[config.mk]
export PLATFORM = sky130hd
export DESIGN_NAME = gap_buffer_text_cursor
export DESIGN_NICKNAME = d
export VERILOG_FILES = /design/src/hdl/gbtc_pkg.sv /design/src/hdl/gbtc_store.sv /design/src/hdl/gbtc_ctrl.sv /design/src/hdl/gap_buffer_text_cursor.sv
export SDC_FILE = /design/constraint.sdc
export NUM_CORES = 2
export LEC_CHECK = 0
export BUFFER_PORTS_ARGS = -buffer_cell sky130_fd_sc_hd__buf_2
export CORE_ASPECT_RATIO = 1.4
export CORE_MARGIN = 2
export CORE_UTILIZATION = 31
export CTS_CLUSTER_SIZE = 12
export DETAILED_ROUTE_END_ITERATION = 8
export PLACE_DENSITY = 0.51
export SYNTH_ARGS = -nofsm -noshare
export SYNTH_HDL_FRONTEND = slang
export SYNTH_SLANG_ARGS = --single-unit
[constraint.sdc]
create_clock -name clock -period 15.9 [get_ports clock]
set_input_delay 0.795 -clock clock [delete_from_list [all_inputs] [get_ports clock]]
set_output_delay 0.795 -clock clock [all_outputs]
set_load 0.02 [all_outputs]
[src/hdl/gbtc_pkg.sv]
`timescale 1ns / 1ps

package gbtc_pkg;

   localparam int CAPACITY = 256;
   localparam int AW       = (CAPACITY > 1) ? $clog2(CAPACITY) : 1;
   localparam int CNT_W    = $clog2(CAPACITY + 1);
   localparam int CW       = (CNT_W > 9) ? CNT_W : 9;
   localparam int OUT_W    = 9;

   typedef enum logic [2:0] {
      OP_INSERT = 3'd0,
      OP_DELETE = 3'd1,
      OP_LEFT   = 3'd2,
      OP_RIGHT  = 3'd3,
      OP_READ   = 3'd4
   } op_type;

   typedef enum logic [1:0] {
      STAT_DONE  = 2'd0,
      STAT_FULL  = 2'd1,
      STAT_EMPTY = 2'd2,
      STAT_RANGE = 2'd3
   } stat_type;

   typedef enum logic {
      ST_IDLE,
      ST_FINISH
   } state_type;

   typedef struct packed {
      logic          rd_en;
      logic [AW-1:0] rd_addr;
      logic          wr_en;
      logic [AW-1:0] wr_addr;
      logic [7:0]    wr_data;
   } mem_req_type;

   typedef struct packed {
      logic [7:0]       char_out;
      logic             char_valid;
      logic [OUT_W-1:0] text_length;
      logic [OUT_W-1:0] cursor;
      stat_type         status;
   } result_type;

endpackage

[src/hdl/gbtc_store.sv]
`timescale 1ns / 1ps

module gbtc_store (
   input  logic                 clock,
   input  gbtc_pkg::mem_req_type mem_req,
   output logic [7:0]           rd_data
);
   import gbtc_pkg::*;

   logic [7:0] mem [CAPACITY];
   logic [7:0] rd_data_ff;

   always_ff @(posedge clock) begin
      if (mem_req.wr_en) begin
         mem[mem_req.wr_addr] <= mem_req.wr_data;
      end
   end

   always_ff @(posedge clock) begin
      if (mem_req.rd_en) begin
         rd_data_ff <= mem[mem_req.rd_addr];
      end
   end

   assign rd_data = rd_data_ff;

endmodule

[src/hdl/gbtc_ctrl.sv]
`timescale 1ns / 1ps

module gbtc_ctrl (
   input  logic                  clock,
   input  logic                  reset,
   input  logic                  req_valid,
   output logic                  req_stall,
   input  logic [2:0]            req_opcode,
   input  logic [7:0]            req_char_in,
   input  logic [7:0]            req_position,
   input  logic                  out_free,
   output logic                  res_fire,
   output gbtc_pkg::result_type  res,
   output gbtc_pkg::mem_req_type mem_req,
   input  logic [7:0]            rd_data
);
   import gbtc_pkg::*;

   state_type        state_ff, state_in;
   logic [CNT_W-1:0] bc_ff, bc_in;
   logic [CNT_W-1:0] ac_ff, ac_in;
   logic             wr_en_ff, wr_en_in;
   logic [AW-1:0]    wr_addr_ff, wr_addr_in;
   logic [7:0]       wr_data_ff;
   logic             wr_sel_ff, wr_sel_in;
   stat_type         status_ff, status_in;
   logic             char_valid_ff, char_valid_in;
   logic             rd_en;
   logic [AW-1:0]    rd_addr;
   logic             accept;
   logic [CW-1:0]    bc_w, ac_w, len_w, pos_w, cap_w, res_len_w;

   assign accept = req_valid && !req_stall;
   assign bc_w   = CW'(bc_ff);
   assign ac_w   = CW'(ac_ff);
   assign len_w  = bc_w + ac_w;
   assign pos_w  = CW'(req_position);
   assign cap_w  = CW'(CAPACITY);

   always_comb begin
      bc_in         = bc_ff;
      ac_in         = ac_ff;
      wr_en_in      = 1'b0;
      wr_addr_in    = AW'(bc_w);
      wr_sel_in     = 1'b0;
      status_in     = STAT_DONE;
      char_valid_in = 1'b0;
      rd_en         = 1'b0;
      rd_addr       = AW'(pos_w);
      case (op_type'(req_opcode))
         OP_INSERT: begin
            if (len_w >= cap_w) begin
               status_in = STAT_FULL;
            end else begin
               wr_en_in = 1'b1;
               bc_in    = bc_ff + CNT_W'(1);
            end
         end
         OP_DELETE: begin
            if (bc_w == '0) begin
               status_in = STAT_EMPTY;
            end else begin
               bc_in = bc_ff - CNT_W'(1);
            end
         end
         OP_LEFT: begin
            if (bc_w == '0) begin
               status_in = STAT_EMPTY;
            end else begin
               rd_en      = 1'b1;
               rd_addr    = AW'(bc_w - CW'(1));
               wr_en_in   = 1'b1;
               wr_addr_in = AW'(cap_w - ac_w - CW'(1));
               wr_sel_in  = 1'b1;
               bc_in      = bc_ff - CNT_W'(1);
               ac_in      = ac_ff + CNT_W'(1);
            end
         end
         OP_RIGHT: begin
            if (ac_w == '0) begin
               status_in = STAT_EMPTY;
            end else begin
               rd_en      = 1'b1;
               rd_addr    = AW'(cap_w - ac_w);
               wr_en_in   = 1'b1;
               wr_sel_in  = 1'b1;
               bc_in      = bc_ff + CNT_W'(1);
               ac_in      = ac_ff - CNT_W'(1);
            end
         end
         OP_READ: begin
            if (pos_w >= len_w) begin
               status_in = STAT_RANGE;
            end else begin
               rd_en         = 1'b1;
               char_valid_in = 1'b1;
               if (pos_w < bc_w) begin
                  rd_addr = AW'(pos_w);
               end else begin
                  rd_addr = AW'(cap_w - ac_w + pos_w - bc_w);
               end
            end
         end
         default: begin
            status_in = STAT_DONE;
         end
      endcase
   end

   always_comb begin
      state_in = state_ff;
      case (state_ff)
         ST_IDLE: begin
            if (req_valid) begin
               state_in = ST_FINISH;
            end
         end
         ST_FINISH: begin
            if (out_free) begin
               state_in = ST_IDLE;
            end
         end
         default: begin
            state_in = ST_IDLE;
         end
      endcase
   end

   always_comb begin
      req_stall = 1'b1;
      res_fire  = 1'b0;
      case (state_ff)
         ST_IDLE: begin
            req_stall = 1'b0;
         end
         ST_FINISH: begin
            res_fire = out_free;
         end
         default: begin
            req_stall = 1'b1;
         end
      endcase
   end

   always_ff @(posedge clock) begin
      if (reset) begin
         state_ff <= ST_IDLE;
         bc_ff    <= '0;
         ac_ff    <= '0;
         wr_en_ff <= 1'b0;
      end else begin
         state_ff <= state_in;
         if (accept) begin
            bc_ff    <= bc_in;
            ac_ff    <= ac_in;
            wr_en_ff <= wr_en_in;
         end
      end
   end

   always_ff @(posedge clock) begin
      if (accept) begin
         wr_addr_ff    <= wr_addr_in;
         wr_data_ff    <= req_char_in;
         wr_sel_ff     <= wr_sel_in;
         status_ff     <= status_in;
         char_valid_ff <= char_valid_in;
      end
   end

   assign mem_req.rd_en   = accept && rd_en;
   assign mem_req.rd_addr = rd_addr;
   assign mem_req.wr_en   = res_fire && wr_en_ff;
   assign mem_req.wr_addr = wr_addr_ff;
   assign mem_req.wr_data = wr_sel_ff ? rd_data : wr_data_ff;

   assign res_len_w       = CW'(bc_ff) + CW'(ac_ff);
   assign res.char_out    = char_valid_ff ? rd_data : 8'd0;
   assign res.char_valid  = char_valid_ff;
   assign res.text_length = res_len_w[OUT_W-1:0];
   assign res.cursor      = bc_w[OUT_W-1:0];
   assign res.status      = status_ff;

endmodule

[src/hdl/gap_buffer_text_cursor.sv]
`timescale 1ns / 1ps
// Gap buffer text store with an edit cursor, held in one synchronous memory.
// The request channel (req_valid, req_stall, req_opcode, req_char_in,
// req_position) carries one command per transfer: insert, delete before the
// cursor, cursor left, cursor right, or read the character at a position.
// Every command gives exactly one transfer on the response channel
// (rsp_valid, rsp_stall and the result fields), in command order.
// A command runs in two steps: in the first the memory read is issued and the
// counts are updated, in the second the read data returns, the write back is
// made and the result is loaded into the output register. A new command is not
// taken before the single read-modify-write pass is through, so req_stall is
// high in the cycle after each request transfer. The output register parts the
// two channels, so the next command is taken while a result waits; when that
// second result is ready and the first is still stalled, req_stall stays high
// until the first one is taken.
// Reset empties the text, puts the cursor at zero and drops rsp_valid; the
// memory contents are not cleared.

module gap_buffer_text_cursor (
   input  logic       clock,
   input  logic       reset,
   input  logic       req_valid,
   output logic       req_stall,
   input  logic [2:0] req_opcode,
   input  logic [7:0] req_char_in,
   input  logic [7:0] req_position,
   output logic       rsp_valid,
   input  logic       rsp_stall,
   output logic [7:0] rsp_char_out,
   output logic       rsp_char_valid,
   output logic [8:0] rsp_text_length,
   output logic [8:0] rsp_cursor,
   output logic [1:0] rsp_status
);
   import gbtc_pkg::*;

   mem_req_type mem_req;
   result_type  res;
   result_type  res_ff;
   logic        rsp_valid_ff;
   logic        out_free;
   logic        res_fire;
   logic [7:0]  rd_data;

   assign out_free = !rsp_valid_ff || !rsp_stall;

   gbtc_ctrl u_ctrl (
      .clock        (clock),
      .reset        (reset),
      .req_valid    (req_valid),
      .req_stall    (req_stall),
      .req_opcode   (req_opcode),
      .req_char_in  (req_char_in),
      .req_position (req_position),
      .out_free     (out_free),
      .res_fire     (res_fire),
      .res          (res),
      .mem_req      (mem_req),
      .rd_data      (rd_data)
   );

   gbtc_store u_store (
      .clock   (clock),
      .mem_req (mem_req),
      .rd_data (rd_data)
   );

   always_ff @(posedge clock) begin
      if (reset) begin
         rsp_valid_ff <= 1'b0;
      end else if (res_fire) begin
         rsp_valid_ff <= 1'b1;
      end else if (!rsp_stall) begin
         rsp_valid_ff <= 1'b0;
      end
   end

   always_ff @(posedge clock) begin
      if (res_fire) begin
         res_ff <= res;
      end
   end

   assign rsp_valid       = rsp_valid_ff;
   assign rsp_char_out    = res_ff.char_out;
   assign rsp_char_valid  = res_ff.char_valid;
   assign rsp_text_length = res_ff.text_length;
   assign rsp_cursor      = res_ff.cursor;
   assign rsp_status      = res_ff.status;

endmodule

==> impl_results.md <==
* Status: finished, final reports clean
* Post-cts resize count at 0
* Wire per inst at 27.98 microns
* Worst hold path class: in2reg
* TNS Setup at 0 ns
* R2r worst-path depth at 24
* Area of the multi-input gates at 21240 sq um
* Peak VDD IR at 0.07914 mV
* Internal reg-to-reg setup slack at 7.02 ns
* Ys async rst share at 0%
* Vias in the first global route at 49670
* Total GRT Usage at 18.04%
* Syn Area/Cell at 15.25 sq um
* Number of I/O port buffers at 53
* Max-Cap Viols at 0
* Clock Latency Late Sink at 0.87 ns
* GRT overflow at 0
* Most common library cell in the layout ignoring fill and taps: edfxtp_1
* First-pass GRT wire length at 373.8 mm
* CP Cell Sequence: ha_1, o21ai_1, o21a_1, nor2_1, o21ai_0, nand2b_1, xor2_1, inv_1, ha_1, a21oi_1, o21a_1, o31ai_1, a41oi_2, o2111a_1, o221a_4, buf_4, buf_4, mux2i_1, mux2i_1, o21ai_0, nor4_1, a211oi_1, o21a_1, a221oi_1
* Lkg Pwr at 30.78 nW
* Post-synth EDFFs at 2105
* Starting Density at 31.14%
* Setup Crit Path Kind: reg2reg
* I/O pin total at 54
* Period Utilization, post-route at 55.83%
* CP Max Fanout at 72
* Hold path startpoint: req_char_in[0]
* Crit path DAT at 9.42 ns
* Clk buf depth at 4
* Final Setup Violations at 0
* RSZ-0062 raised after global routing: no
* Top routing layer in use: met4
* Post-synth top flop: edfxtp_1
* Initial antenna violation count at 4
* Final nets at 5745
* Worst Setup End Kind: register
* Yosys reg bits at 2126
* Register area share after synthesis at 73.53%
* CP delay by family, top: compound AO/OA/AOI/OAI gates
* Drt via density at 5.271
* Initial DRC Count at 4843
* ANT nets after route at 0
* Leading cell types in the layout, fill and taps excluded: edfxtp_1 (2105), nand2_1 (793), mux2i_1 (490)
* Total routed wirelength at 264.1 mm
* Via count at 49750
* Layout overhead on the synthesized area at 11.44%
* Met1 Routed Length at 98.90 mm
* Share of cells above drive strength 1 at 9.739%
* Clk sinks at 2126
* Met3 WL at 12.69 mm
* CTS Hold Bufs at 0
* Hold depth at 1
* Syn Inst Count at 5676
* FF+latch area at 63630 sq um
* Required @ worst endpoint at 16.45 ns
* Final slew viol count at 0
* Reg clk slew, reported paths at 0.06 ns
* Worst Hold Path EP: u_ctrl.wr_data_ff[0]$_DFFE_PP_
* CP dominant cell by count: o21a_1
* Root buf cell: clkbuf_16
* Initial DRT Pass Iterations at 6
* CTS tree: built
* Fill cells at 26670
* Critical path buffers and inverters at 3
* GP Congestion at 0.8688
* Crit path max-delay cell type: a211oi_1
* Setup crit start kind: register
* Synth warnings at 0
* Worst slew pin tran at 1.383 ns
* H-tree depth at 4
* Syn nets at 5748
* Pin count of the biggest net entering global routing at 191
* Achievable clock frequency at 112.6 MHz
* Final min period at 8.877 ns
* Slew HR at 6.942%
* Core Region at 277900 sq um
* Pwr dens at 127.8 nW/um^2
* DR WL met2 at 137.9 mm
* DRC at 0
* Die Span Y at 629.1 microns
* Area of the die at 283400 sq um
* R2r endpoint: u_store.rd_data[7]$_DFFE_PP_
* Die width at 450.5 microns
* Slowest stage delay, CP at 1.02 ns
* Netlist cell types at 84
* Post-CTS Repair Setup Buffers at 0
* Final Util at 34.70%
* Cell Area, Synth at 86530 sq um
* Total CTS buffers at 210
* DP HPWL at 159.0 mm
* FF-to-FF Start: u_ctrl.bc_ff[2]$_SDFFE_PP0P_
* Hold Fails Final Rpt at 0
* Clk_skew at 0.06757 ns
* Rows at 229
==> cells in the mapped netlist, types with 12 or more instances <==
master        n  area share [%]
dfxtp_1      21            0.49
a2111oi_0    46            0.47
nand3_1      76            0.44
mux4_2       95             2.5
nand4_1      53            0.38
nand2_1     811             3.5
buf_6        35            0.46
edfxtp_1   2105              73
a21oi_1     356             2.1
and2_1       14            0.10
nand2b_1     14            0.10
nor4_1      119            0.86
nor2_1      315             1.4
mux2i_1     490             5.7
buf_1        17           0.074
a211oi_1     21            0.18
nor3_1      173             1.0
or3_1        13           0.094
a2111oi_2    13            0.23
xnor2_1      35            0.35
a32oi_1      43            0.44
o21a_1       12            0.10
inv_1        31            0.13
buf_4        25            0.22
clkbuf_1    155            0.67
a21o_1       13            0.11
a22oi_1      48            0.42
o21ai_0      42            0.24
nor2b_1      12           0.087
o41ai_1      15            0.15
ha_1         40            0.58
buf_2       133            0.77
o22ai_1     136            0.98
==> kinds of logic after synthesis <==
| logic type | share of synthesized area, % |
|---|---|
| AO/OA/AOI/OAI | 6.241 |
| XOR/XNOR | 0.4743 |
| adder cells (fa/ha/maj) | 0.7866 |
| buffers and inverters | 2.386 |
| flip-flops | 73.53 |
| multiplexers | 8.245 |
| AND/OR/NAND/NOR | 8.336 |
==> area by class of cell <==
| class | instances | share of cell area [%] |
|---|---|---|
| flip-flops and latches | 2126 | 65.99 |
| multi-input cells | 3151 | 22.03 |
| clock buffers | 256 | 5.705 |
| well taps | 3696 | 4.796 |
| repair buffers | 153 | 1.183 |
| clock inverters | 23 | 0.1752 |
| inverters | 31 | 0.1207 |
| diodes | 2 | 0.005190 |
==> state kept, by name, summed over array words and instances, names as in the netlist, 2 cells and up <==
signal / cells
u_ctrl.bc_ff: 9
rsp_cursor: 9
u_store.rd_data: 8
rsp_text_length: 9
rsp_char_out: 8
u_ctrl.wr_addr_ff: 8
u_ctrl.ac_ff: 9
u_store.mem: 2048
rsp_status: 2
u_ctrl.wr_data_ff: 8
u_ctrl.status_ff: 2
==> layer usage <==
layer / vias up / global-route usage (%)
li1: 21820 / -
met1: 25780 / 21.11
met2: 1688 / 32.68
met3: 462 / 1.855
met4: 0 / 8.982
met5: - / 0
==> through the flow <==
step / cells / setup WS, ns / hold slack (ns) / power, W / area (sq um)
2_1_floorplan: 5676 / 10.82 / 0.4003 / 0.007370 / 86530
3_3_place_gp: 9156 / 7.010 / 0.4041 / 0.007985 / 90740
3_5_place_dp: 9157 / 7.131 / 0.4081 / 0.007995 / 90760
4_1_cts: 9436 / 7.108 / 0.04009 / 0.01241 / 96430
5_1_grt: 9437 / 6.712 / 0.07657 / 0.01266 / 96430
6_report: 9438 / 7.023 / 0.09712 / 0.01232 / 96430
==> where the power goes <==
part	leakage, nW	total [W]	internal [W]	switching (W)
Sequential	19.1	0.00628	0.00626	0.0000192
Combinational	8.90	0.00159	0.000439	0.00115
Clock	2.77	0.00446	0.00243	0.00203
==> worst max-delay path by stage <==
| stage | depth (start not counted) | slack, ns | start | to |
|---|---|---|---|---|
| 6_report | 24 | 7.02 | u_ctrl.bc_ff[2]$_SDFFE_PP0P_ | u_store.rd_data[7]$_DFFE_PP_ |
| 5_1_grt | 25 | 6.71 | u_ctrl.ac_ff[0]$_SDFFE_PP0P_ | u_store.rd_data[2]$_DFFE_PP_ |
| 4_1_cts | 25 | 7.11 | u_ctrl.ac_ff[0]$_SDFFE_PP0P_ | u_store.rd_data[0]$_DFFE_PP_ |
| 3_5_place_dp | 25 | 7.13 | u_ctrl.ac_ff[0]$_SDFFE_PP0P_ | u_store.rd_data[0]$_DFFE_PP_ |
| 3_3_place_gp | 22 | 7.01 | u_ctrl.ac_ff[2]$_SDFFE_PP0P_ | u_store.rd_data[6]$_DFFE_PP_ |
| 2_1_floorplan | 6 | 10.82 | rsp_stall | u_store.mem[221][0]$_DFFE_PP_ |
Power figures use the tool's default switching activity.
